## src/efcc_pkg.sv

```systemverilog
// Shared types, constants and the CRC-32 byte update for the frame CRC classifier.
// No dependencies; imported by efcc_classify and the top level.
package efcc_pkg;

	localparam int DEF_MIN_CRC_BYTES      = 16;
	localparam int DEF_MAX_FRAME_BYTES    = 255;
	localparam int DEF_MIN_CLASSIFY_BYTES = 64;

	localparam int HDR_BYTES = 42;

	localparam logic [31:0] CRC_POLY       = 32'hEDB88320;
	localparam logic [31:0] CRC_GOOD       = 32'hDEBB20E3;
	localparam logic [31:0] CRC_SEED       = 32'hFFFFFFFF;
	localparam logic [31:0] LOCAL_IP_RESET = 32'hC0A80664;

	localparam logic [7:0] ETYPE_HI      = 8'h08;
	localparam logic [7:0] ETYPE_ARP_LO  = 8'h06;
	localparam logic [7:0] ETYPE_IPV4_LO = 8'h00;
	localparam logic [7:0] ARP_OP_REQ    = 8'h01;
	localparam logic [7:0] IP_PROTO_ICMP = 8'h01;
	localparam logic [7:0] ICMP_ECHO_REQ = 8'h08;

	typedef enum logic [1:0] {
		KIND_OTHER = 2'd0,
		KIND_ARP   = 2'd1,
		KIND_ICMP  = 2'd2
	} frame_kind_t;

	// byte i of the frame header is element i
	typedef logic [HDR_BYTES-1:0][7:0] hdr_bytes_t;

	typedef struct packed {
		frame_kind_t  kind;
		logic [47:0]  mac;
		logic [31:0]  ip;
	} peer_info_t;

	// Reflected CRC-32, one byte, bits taken LSB first
	function automatic logic [31:0] crc32_byte(input logic [31:0] crc, input logic [7:0] data);
		logic [31:0] c;
		c = crc ^ {24'd0, data};
		for (int b = 0; b < 8; b++) begin
			c = c[0] ? ((c >> 1) ^ CRC_POLY) : (c >> 1);
		end
		return c;
	endfunction

endpackage

```

## src/efcc_classify.sv

```systemverilog
// Header classifier: ARP request or ICMP echo request addressed to the local IP.
// Depends on efcc_pkg (header and result types, protocol constants).
module efcc_classify (
	input  logic                  en,
	input  efcc_pkg::hdr_bytes_t  hdr,
	input  logic [31:0]           local_ip,
	output efcc_pkg::peer_info_t  info
);
	import efcc_pkg::*;

	logic is_arp;
	logic is_icmp;

	assign is_arp = (hdr[12] == ETYPE_HI) && (hdr[13] == ETYPE_ARP_LO)
		&& (hdr[21] == ARP_OP_REQ)
		&& ({hdr[38], hdr[39], hdr[40], hdr[41]} == local_ip);

	assign is_icmp = (hdr[12] == ETYPE_HI) && (hdr[13] == ETYPE_IPV4_LO)
		&& (hdr[23] == IP_PROTO_ICMP)
		&& ({hdr[30], hdr[31], hdr[32], hdr[33]} == local_ip)
		&& (hdr[34] == ICMP_ECHO_REQ);

	always_comb begin
		info = '0;
		info.kind = KIND_OTHER;
		// ARP wins when both match
		if (en && is_arp) begin
			info.kind = KIND_ARP;
			info.mac  = {hdr[22], hdr[23], hdr[24], hdr[25], hdr[26], hdr[27]};
			info.ip   = {hdr[28], hdr[29], hdr[30], hdr[31]};
		end else if (en && is_icmp) begin
			info.kind = KIND_ICMP;
			info.mac  = {hdr[6], hdr[7], hdr[8], hdr[9], hdr[10], hdr[11]};
			info.ip   = {hdr[26], hdr[27], hdr[28], hdr[29]};
		end
	end

endmodule

```

## src/ethernet_frame_crc_classifier_core.sv

```systemverilog
// Top level of the Ethernet frame CRC check and classifier.
// Depends on efcc_pkg and efcc_classify.
//
//  channel   direction  handshake              payload
//  in        sink       in_valid / in_ready    frame_byte, last
//  out       source     out_valid / out_ready  good_length, frame_kind, peer_mac, peer_ip
//  cfg       sink       cfg_wr_en              cfg_wr_data (local_ip)
//
// One byte per clock while the output is not stalled: a byte sits in the input register,
// where the CRC update, count and classifier run, and its result is then registered in
// the output register, which drives out_valid. The rate is set by the combinational
// CRC byte update feeding back into its own register.
// Reset seeds the CRC and clears the count, skip flag and valid bits; local_ip resets to 192.168.6.100.
// A stalled output holds the input register; the input still takes a byte while the
// result waits if that byte moves no further than the input register.
module ethernet_frame_crc_classifier_core #(
	parameter int MIN_CRC_BYTES      = efcc_pkg::DEF_MIN_CRC_BYTES,
	parameter int MAX_FRAME_BYTES    = efcc_pkg::DEF_MAX_FRAME_BYTES,
	parameter int MIN_CLASSIFY_BYTES = efcc_pkg::DEF_MIN_CLASSIFY_BYTES
) (
	input  logic        clk,
	input  logic        arst_n,
	input  logic        in_valid,
	output logic        in_ready,
	input  logic [7:0]  frame_byte,
	input  logic        last,
	output logic        out_valid,
	input  logic        out_ready,
	output logic [7:0]  good_length,
	output logic [1:0]  frame_kind,
	output logic [47:0] peer_mac,
	output logic [31:0] peer_ip,
	input  logic        cfg_wr_en,
	input  logic [31:0] cfg_wr_data
);
	import efcc_pkg::*;

	localparam int CNT_W     = $clog2(MAX_FRAME_BYTES + 1);
	localparam int HDR_IDX_W = $clog2(HDR_BYTES);

	logic [31:0]      local_ip_q;
	logic             valid_s1;
	logic [7:0]       byte_s1;
	logic             last_s1;
	logic [31:0]      crc_q;
	logic [CNT_W-1:0] cnt_q;
	logic             done_q;
	hdr_bytes_t       hdr_q;

	logic             advance;
	logic [31:0]      crc_next;
	logic [CNT_W-1:0] cnt_next;
	logic             crc_hit;
	logic             at_max;
	logic             has_result;
	logic             hdr_wr;
	logic [31:0]      len32;
	logic             classify_en;
	hdr_bytes_t       hdr_view;
	peer_info_t       info;

	logic             out_valid_q;
	logic [7:0]       good_length_q;
	peer_info_t       info_q;

	assign advance  = valid_s1 && (!out_valid_q || out_ready);
	assign in_ready = !valid_s1 || advance;

	always_ff @(posedge clk or negedge arst_n) begin
		if (!arst_n) begin
			local_ip_q <= LOCAL_IP_RESET;
		end else if (cfg_wr_en) begin
			local_ip_q <= cfg_wr_data;
		end
	end

	always_ff @(posedge clk or negedge arst_n) begin
		if (!arst_n) begin
			valid_s1 <= 1'b0;
		end else if (in_ready) begin
			valid_s1 <= in_valid;
		end
	end

	always_ff @(posedge clk) begin
		if (in_valid && in_ready) begin
			byte_s1 <= frame_byte;
			last_s1 <= last;
		end
	end

	assign crc_next = crc32_byte(crc_q, byte_s1);
	assign cnt_next = cnt_q + 1'b1;
	assign crc_hit  = (32'(cnt_next) >= 32'(MIN_CRC_BYTES)) && (crc_next == CRC_GOOD);
	assign at_max   = 32'(cnt_next) >= 32'(MAX_FRAME_BYTES);
	assign has_result  = !done_q && (crc_hit || last_s1 || at_max);
	assign len32       = crc_hit ? 32'(cnt_next) : 32'd0;
	assign classify_en = crc_hit && (32'(cnt_next) >= 32'(MIN_CLASSIFY_BYTES));
	assign hdr_wr      = !done_q && (32'(cnt_q) < 32'(HDR_BYTES));

	// forward the byte being stored so a short classify length sees it
	always_comb begin
		hdr_view = hdr_q;
		if (hdr_wr) begin
			hdr_view[cnt_q[HDR_IDX_W-1:0]] = byte_s1;
		end
	end

	efcc_classify u_classify (
		.en       (classify_en),
		.hdr      (hdr_view),
		.local_ip (local_ip_q),
		.info     (info)
	);

	always_ff @(posedge clk or negedge arst_n) begin
		if (!arst_n) begin
			crc_q  <= CRC_SEED;
			cnt_q  <= '0;
			done_q <= 1'b0;
		end else if (advance) begin
			if (done_q || has_result) begin
				// a flagged last byte starts the next frame; otherwise drop until it
				if (last_s1) begin
					crc_q  <= CRC_SEED;
					cnt_q  <= '0;
					done_q <= 1'b0;
				end else begin
					done_q <= 1'b1;
				end
			end else begin
				crc_q <= crc_next;
				cnt_q <= cnt_next;
			end
		end
	end

	always_ff @(posedge clk) begin
		if (advance && hdr_wr) begin
			hdr_q[cnt_q[HDR_IDX_W-1:0]] <= byte_s1;
		end
	end

	always_ff @(posedge clk or negedge arst_n) begin
		if (!arst_n) begin
			out_valid_q <= 1'b0;
		end else if (advance) begin
			out_valid_q <= has_result;
		end else if (out_ready) begin
			out_valid_q <= 1'b0;
		end
	end

	always_ff @(posedge clk) begin
		if (advance && has_result) begin
			good_length_q <= len32[7:0];
			info_q        <= info;
		end
	end

	assign out_valid   = out_valid_q;
	assign good_length = good_length_q;
	assign frame_kind  = info_q.kind;
	assign peer_mac    = info_q.mac;
	assign peer_ip     = info_q.ip;

endmodule

```

## config.mk

```make
export PLATFORM = sky130hd
export DESIGN_NAME = ethernet_frame_crc_classifier_core
export DESIGN_NICKNAME = d
export VERILOG_FILES = /design/src/efcc_pkg.sv /design/src/efcc_classify.sv /design/src/ethernet_frame_crc_classifier_core.sv
export SDC_FILE = /design/constraint.sdc
export NUM_CORES = 1
export LEC_CHECK = 0
export ABC_CLOCK_PERIOD_IN_PS = 10330
export BUFFER_PORTS_ARGS = -buffer_cell sky130_fd_sc_hd__buf_2
export CAP_MARGIN = 20
export CORE_MARGIN = 2
export CORE_UTILIZATION = 55
export DETAILED_ROUTE_END_ITERATION = 10
export PLACE_DENSITY = 0.88
export SYNTH_ARGS = -nofsm -noshare
export SYNTH_HDL_FRONTEND = slang
export SYNTH_SLANG_ARGS = --single-unit
```

## constraint.sdc

```tcl
create_clock -name clk -period 10.33 [get_ports clk]
set_input_delay 1.033 -clock clk [delete_from_list [all_inputs] [get_ports clk]]
set_output_delay 1.033 -clock clk [all_outputs]
set_load 0.05 [all_outputs]
```

# --- Yosys cells after proc, flatten, opt, wreduce, memory -nomap -nowiden ---
# Index checks and enable logic that the tools add are counted.
classes:
  add_sub_neg: 1
  magnitude_cmp: 6
  n_eq_ne: 9
  mux: 21
  n_bitwise: 9
  reduce_logical: 30
op_table:
  columns: ["cell", "n"]
  rows:
  - ["$bwmux W336", 1]
  - ["$mux W336", 1]
  - ["$mux W32", 10]
  - ["$not A13 Y14", 8]
  - ["$mux W82", 1]
  - ["$mux W80", 1]
  - ["$eq A32 B32 Y1", 2]
  - ["$demux W8 S6", 1]
  - ["$eq A32 B32 Y1 const B", 1]
  - ["$xor A32 B8 Y32", 1]
  - ["$mux W8", 3]
  - ["$logic_and A1 B1 Y1", 18]
  - ["$eq A8 B1 Y1 const B", 2]
  - ["$eq A8 B4 Y1 const B", 2]
  - ["$add A8 B1 Y8 const B", 1]
  - ["$eq A8 B3 Y1 const B", 1]
  - ["$ge A8 B5 Y1 const B", 1]
  - ["$ge A8 B7 Y1 const B", 1]
  - ["$ge A8 B8 Y1 const B", 1]
  - ["$logic_not A8 Y1", 1]
  - ["$lt A8 B6 Y1 const B", 1]
  - ["$lt A6 B7 Y1 const B", 1]
  - ["$ge A6 B1 Y1 const B", 1]
  - ["$logic_or A1 B1 Y1", 5]
  - ["other kinds (5)", 10]
word_totals:
  regBits: 510
  in_bits: 46
  output_inout_bits: 92
  word_cells: 130

# --- Logic depth before layout (Yosys ltp) ---
logic_depth:
  ltp_word: 25
  mapped_depth: 14
  ltp_nobuf: 11

# --- Cells and area by module ---
# From an unflattened synthesis, not the netlist that was laid out.
unflattened:
  cells_unflattened: 2383
  hier_area_um2: 28683.8
by_module_without_submodules:
  columns: ["mod", "instances", "cells_per_inst", "area_each_um2", "seq_area_each_um2"]
  rows:
  - ["ethernet_frame_crc_classifier_core", 1, 1989, 25698.4, 14991.9]
  - ["efcc_classify", 1, 394, 2985.4, 0.0]

# --- Least setup slack after synthesis ---
# OpenSTA, ideal clock, no wires.
synth_path:
  path_type: "reg-to-reg"
  from: "register cnt_q[4]"
  to: "register hdr_q[100] (netlist name), enable pin"
  setup_ps: 779
  arrival_time_ps: 10247
  required_time_ps: 9551
  slack_ps: -696
  stages_incl_launch_ff: 7
  n_path_buf: 3
  cell_sequence: "dfrtp_1 -> buf_2 -> a2111oi_4 -> o31ai_1 -> clkbuf_1 -> clkbuf_1 -> nor2_1"
synth_via:
  elab_chain_len: 3
synth_lines:
  columns: ["item", "line", "source"]
  rows:
  - ["start, declared", "ethernet_frame_crc_classifier_core.sv:46", "logic [CNT_W-1:0] cnt_q;"]
  - ["start signal, assigned", "ethernet_frame_crc_classifier_core.sv:133", "cnt_q <= cnt_next;"]
  - ["$lt A8 B6 Y1", "ethernet_frame_crc_classifier_core.sv:99", "assign hdr_wr = !done_q && (32'(cnt_q) < 32'(HDR_BYTES));"]
  - ["$logic_and A1 B1 Y1", "ethernet_frame_crc_classifier_core.sv:99", null]
  - ["$logic_and A1 B1 Y1", "ethernet_frame_crc_classifier_core.sv:139", "if (advance && hdr_wr) begin"]
  - ["end signal, assigned by index", "ethernet_frame_crc_classifier_core.sv:140", "hdr_q[cnt_q[HDR_IDX_W-1:0]] <= byte_s1;"]
  - ["end, declared", "ethernet_frame_crc_classifier_core.sv:48", "hdr_bytes_t hdr_q;"]
# Every way passes these cells.
# A chain may end at the register's enable or synchronous reset.

==> impl_metrics.ini <==
[pwr]
power_frac_seq = 0.408
powerDensity_nw_per_um2 = 214.4
p_sw_frac = 0.3164
peakVddDrop_mv = 0.2456
pwr-share-clk = 0.297
combPwrFrac = 0.295
p_leak_nw = 8.120
p_int_mw = 3.297
p_switching_mw = 1.526

[detailed_routing]
wirelength_um = 48620
vias_per_cell = 6.297
avgRoutedWirePerCell_um = 23.45
drtPass1Iterations = 7
drcViolationCount = 0
first_iter_violations = 1271
via_count = 13050
drtAntennaViolNets = 0

[finish]
final_util = 0.6204
fin_nets = 1622
seq_area_um2 = 11150
antenna_cells = 0
drive_gt1_frac = 0.3483
syn_to_final_growth_pct = 11.90
fillerInstances = 2652
multiInputGateArea_um2 = 8533

[run_status]
status = finished, final reports clean

[clock_tree]
cts_buffers = 40
postCtsHoldBufs = 0
cts.repair.resized = 0
cts_setup_buffers = 0
cts.path.max_buffers = 3
cts_max_level = 2
worstSkewPairLatency_ps = 560
path_clk_slew_ps = 60
cts_tree = yes
clock-sinks = 382
cts_root_buf = clkbuf_16

[synthesis]
synth_edf_count = 307
synth-seq-cells = 382
synthCells = 1472
ys_top_cells_by_area = edfxtp_1, mux2_2, mux2i_1, dfstp_2, dfrtp_1
synth_fp_nets = 1521
netlist_area_um2 = 20100
synthArstFlopShare = 0.1963
synth_top_area_share = 0.4586
ys_types = 58
synth.largest_area_cell = edfxtp_1
avgSynthCellArea_um2 = 13.66
yosysSeqAreaShare = 0.5545
yosys_most_used_dff = edfxtp_1
ys_warn_count = 0

[sta]
setup_tns_ps = 0
hold_viol = 0
tightestPinTransition_ps = 1176
post-route-min-period_ps = 5569
timing.fmax_mhz = 179.6
rsz0062_at_grt = no
skew_ps = 26.63
slew_violations = 0
fin_crit_sh = 0.5391
fin_ws_ps = 4761
finalSetupViolCount = 0
slew_headroom = 0.2118

[worst_setup_path]
worstPathArrival_ps = 5920
endpoint_kind = register
required_ps = 10680
start_kind = register
crit_type = register to register
path_max_fanout = 81

[grt]
first_global_vias = 13010
antenna_found_initial = 0
grtUsageTotal = 0.2516
grt_pass1_wl_um = 74810
grt_max_degree = 87
grt-ovfl-total = 0

[die]
die-area_um2 = 38100
coreArea_um2 = 36260
die_h_um = 195.2
chipWidth_um = 195.2
initial_utilization = 0.5545
io_pins = 138
num_rows = 70

[placement]
hpwl_um = 30570
pre_cts_ws_ps = 4906
io_buffers = 137
gp_congestion = 0.8891

[job]
max_cap_viol_count = 0

[worst_hold_path]
hold_class = register to register
## layer usage
| layer | track usage | wire (um) | up-vias |
|---|---|---|---|
| li1 | - | - | 5756 |
| met1 | 0.3442 | 19650 | 6574 |
| met2 | 0.4067 | 23520 | 611 |
| met3 | 0.05026 | 4104 | 112 |
| met4 | 0.08114 | 1346 | 0 |
| met5 | 0 | 0 | - |
## Yosys cell counts (all sizes together) (2+ instances only)
library cell	instances
a2111oi	4
a211oi	2
a21o	2
a21oi	20
a31oi	4
and2	5
and3	5
buf	25
clkbuf	78
dfrtp	33
dfstp	42
edfxtp	307
ha	3
inv	6
mux2	242
mux2i	152
nand2	35
nand2b	7
nand3	20
nand4	14
nand4b	3
nor2	143
nor2b	7
nor3	5
nor3b	2
nor4	20
nor4b	6
o21ai	25
o22ai	40
o31ai	2
o32ai	40
or2	6
or3	4
or4	7
xnor2	95
xnor3	14
xor2	36
## metrics by stage
stage / hold WS, ps / cells / total power [mW] / instance area (um^2)
floorplan: 503.2 / 1472 / 3.097 / 20110
CTS: 525.0 / 2070 / 4.822 / 22430
global placement: 517.7 / 1996 / 3.346 / 21140
finish: 534.4 / 2073 / 4.823 / 22500
detailed placement: 516.7 / 1996 / 3.392 / 21140
global route: 549.4 / 2073 / 4.999 / 22500
## power groups by stage
stage          Sequential, mW  Combinational, mW  Clock (mW)
2_1_floorplan            2.03               1.06           0
3_3_place_gp             1.99               1.36           0
3_5_place_dp             2.00               1.39           0
4_1_cts                  1.97               1.41        1.45
5_1_grt                  1.98               1.52        1.50
6_report                 1.97               1.42        1.43
## area by class of cell
class | instances | area share
flip-flops and latches | 382 | 0.4956
multi-input cells | 981 | 0.3793
clock buffers | 53 | 0.04850
repair buffers | 162 | 0.04105
well taps | 468 | 0.02603
clock inverters | 21 | 0.008509
inverters | 6 | 0.001057
## cell families after synthesis
kind of cell               after synthesis  share of synthesized area
AOI/OAI and AO/OA                      145                    0.06149
xor gates and xnor gates               145                    0.07761
adders and majority gates                3                   0.001867
buffers and inverters                  109                    0.02278
DFF                                    382                     0.5545
muxes                                  394                     0.2112
and+or+nand+nor                        294                    0.07051
## placed cells by master (no fill, tap or decap), drive strengths merged, types with 3 or more instances in the layout
| master | n |
|---|---|
| or3 | 4 |
| and3 | 5 |
| bufinv | 3 |
| mux2 | 242 |
| nor2 | 143 |
| a21oi | 20 |
| and2 | 5 |
| nor2b | 7 |
| a31oi | 4 |
| nand4 | 14 |
| xor2 | 36 |
| mux2i | 152 |
| nand2 | 35 |
| dfrtp | 33 |
| o21ai | 25 |
| a2111oi | 4 |
| o32ai | 40 |
| nand4b | 3 |
| nor3 | 5 |
| o22ai | 40 |
| edfxtp | 307 |
| clkinv | 15 |
| nand2b | 7 |
| buf | 162 |
| nor4b | 6 |
| inv | 8 |
| or2 | 6 |
| nand3 | 20 |
| xnor2 | 95 |
| or4 | 7 |
| xnor3 | 14 |
| ha | 3 |
| dfstp | 42 |
| clkbuf | 53 |
| nor4 | 20 |
## state kept, by name, indices dropped and copies added, names as in the netlist
| name | flops |
|---|---|
| done_q | 1 |
| frame_kind | 2 |
| peer_ip | 32 |
| cnt_q | 8 |
| last_s1 | 1 |
| hdr_q | 208 |
| byte_s1 | 8 |
| crc_q | 32 |
| local_ip_q | 32 |
| valid_s1 | 1 |
| out_valid | 1 |
| peer_mac | 48 |
| good_length | 8 |
## path summary, 6_finish.rpt
kind | from | endpoint | slack, ps | cells past startpoint
setup reg to reg | cnt_q[4]$_DFFE_PN0P_ | peer_mac[28]$_DFFE_PP_ | 4760 | 9
setup / recovery | cnt_q[4]$_DFFE_PN0P_ | peer_mac[28]$_DFFE_PP_ | 4760 | 9
hold / removal | crc_q[24]$_DFFE_PN1P_ | crc_q[24]$_DFFE_PN1P_ | 530 | 2
min in group asynchronous | arst_n | local_ip_q[22]$_DFFE_PN0P_ | 640 | 1
max in group asynchronous | arst_n | cnt_q[2]$_DFFE_PN0P_ | 9050 | 1
hold reg to reg | crc_q[24]$_DFFE_PN1P_ | crc_q[24]$_DFFE_PN1P_ | 530 | 2
## critical path, stage by stage (launching register included)
cell       delay (ps)
dfrtp_1           640
a2111oi_4         820
o31a_2            280
buf_4             510
nand3_1           320
nor4_1            460
a31oi_1           170
or4_1             630
or4_4             960
o32ai_1           490
(Power assumes the default switching activity.)
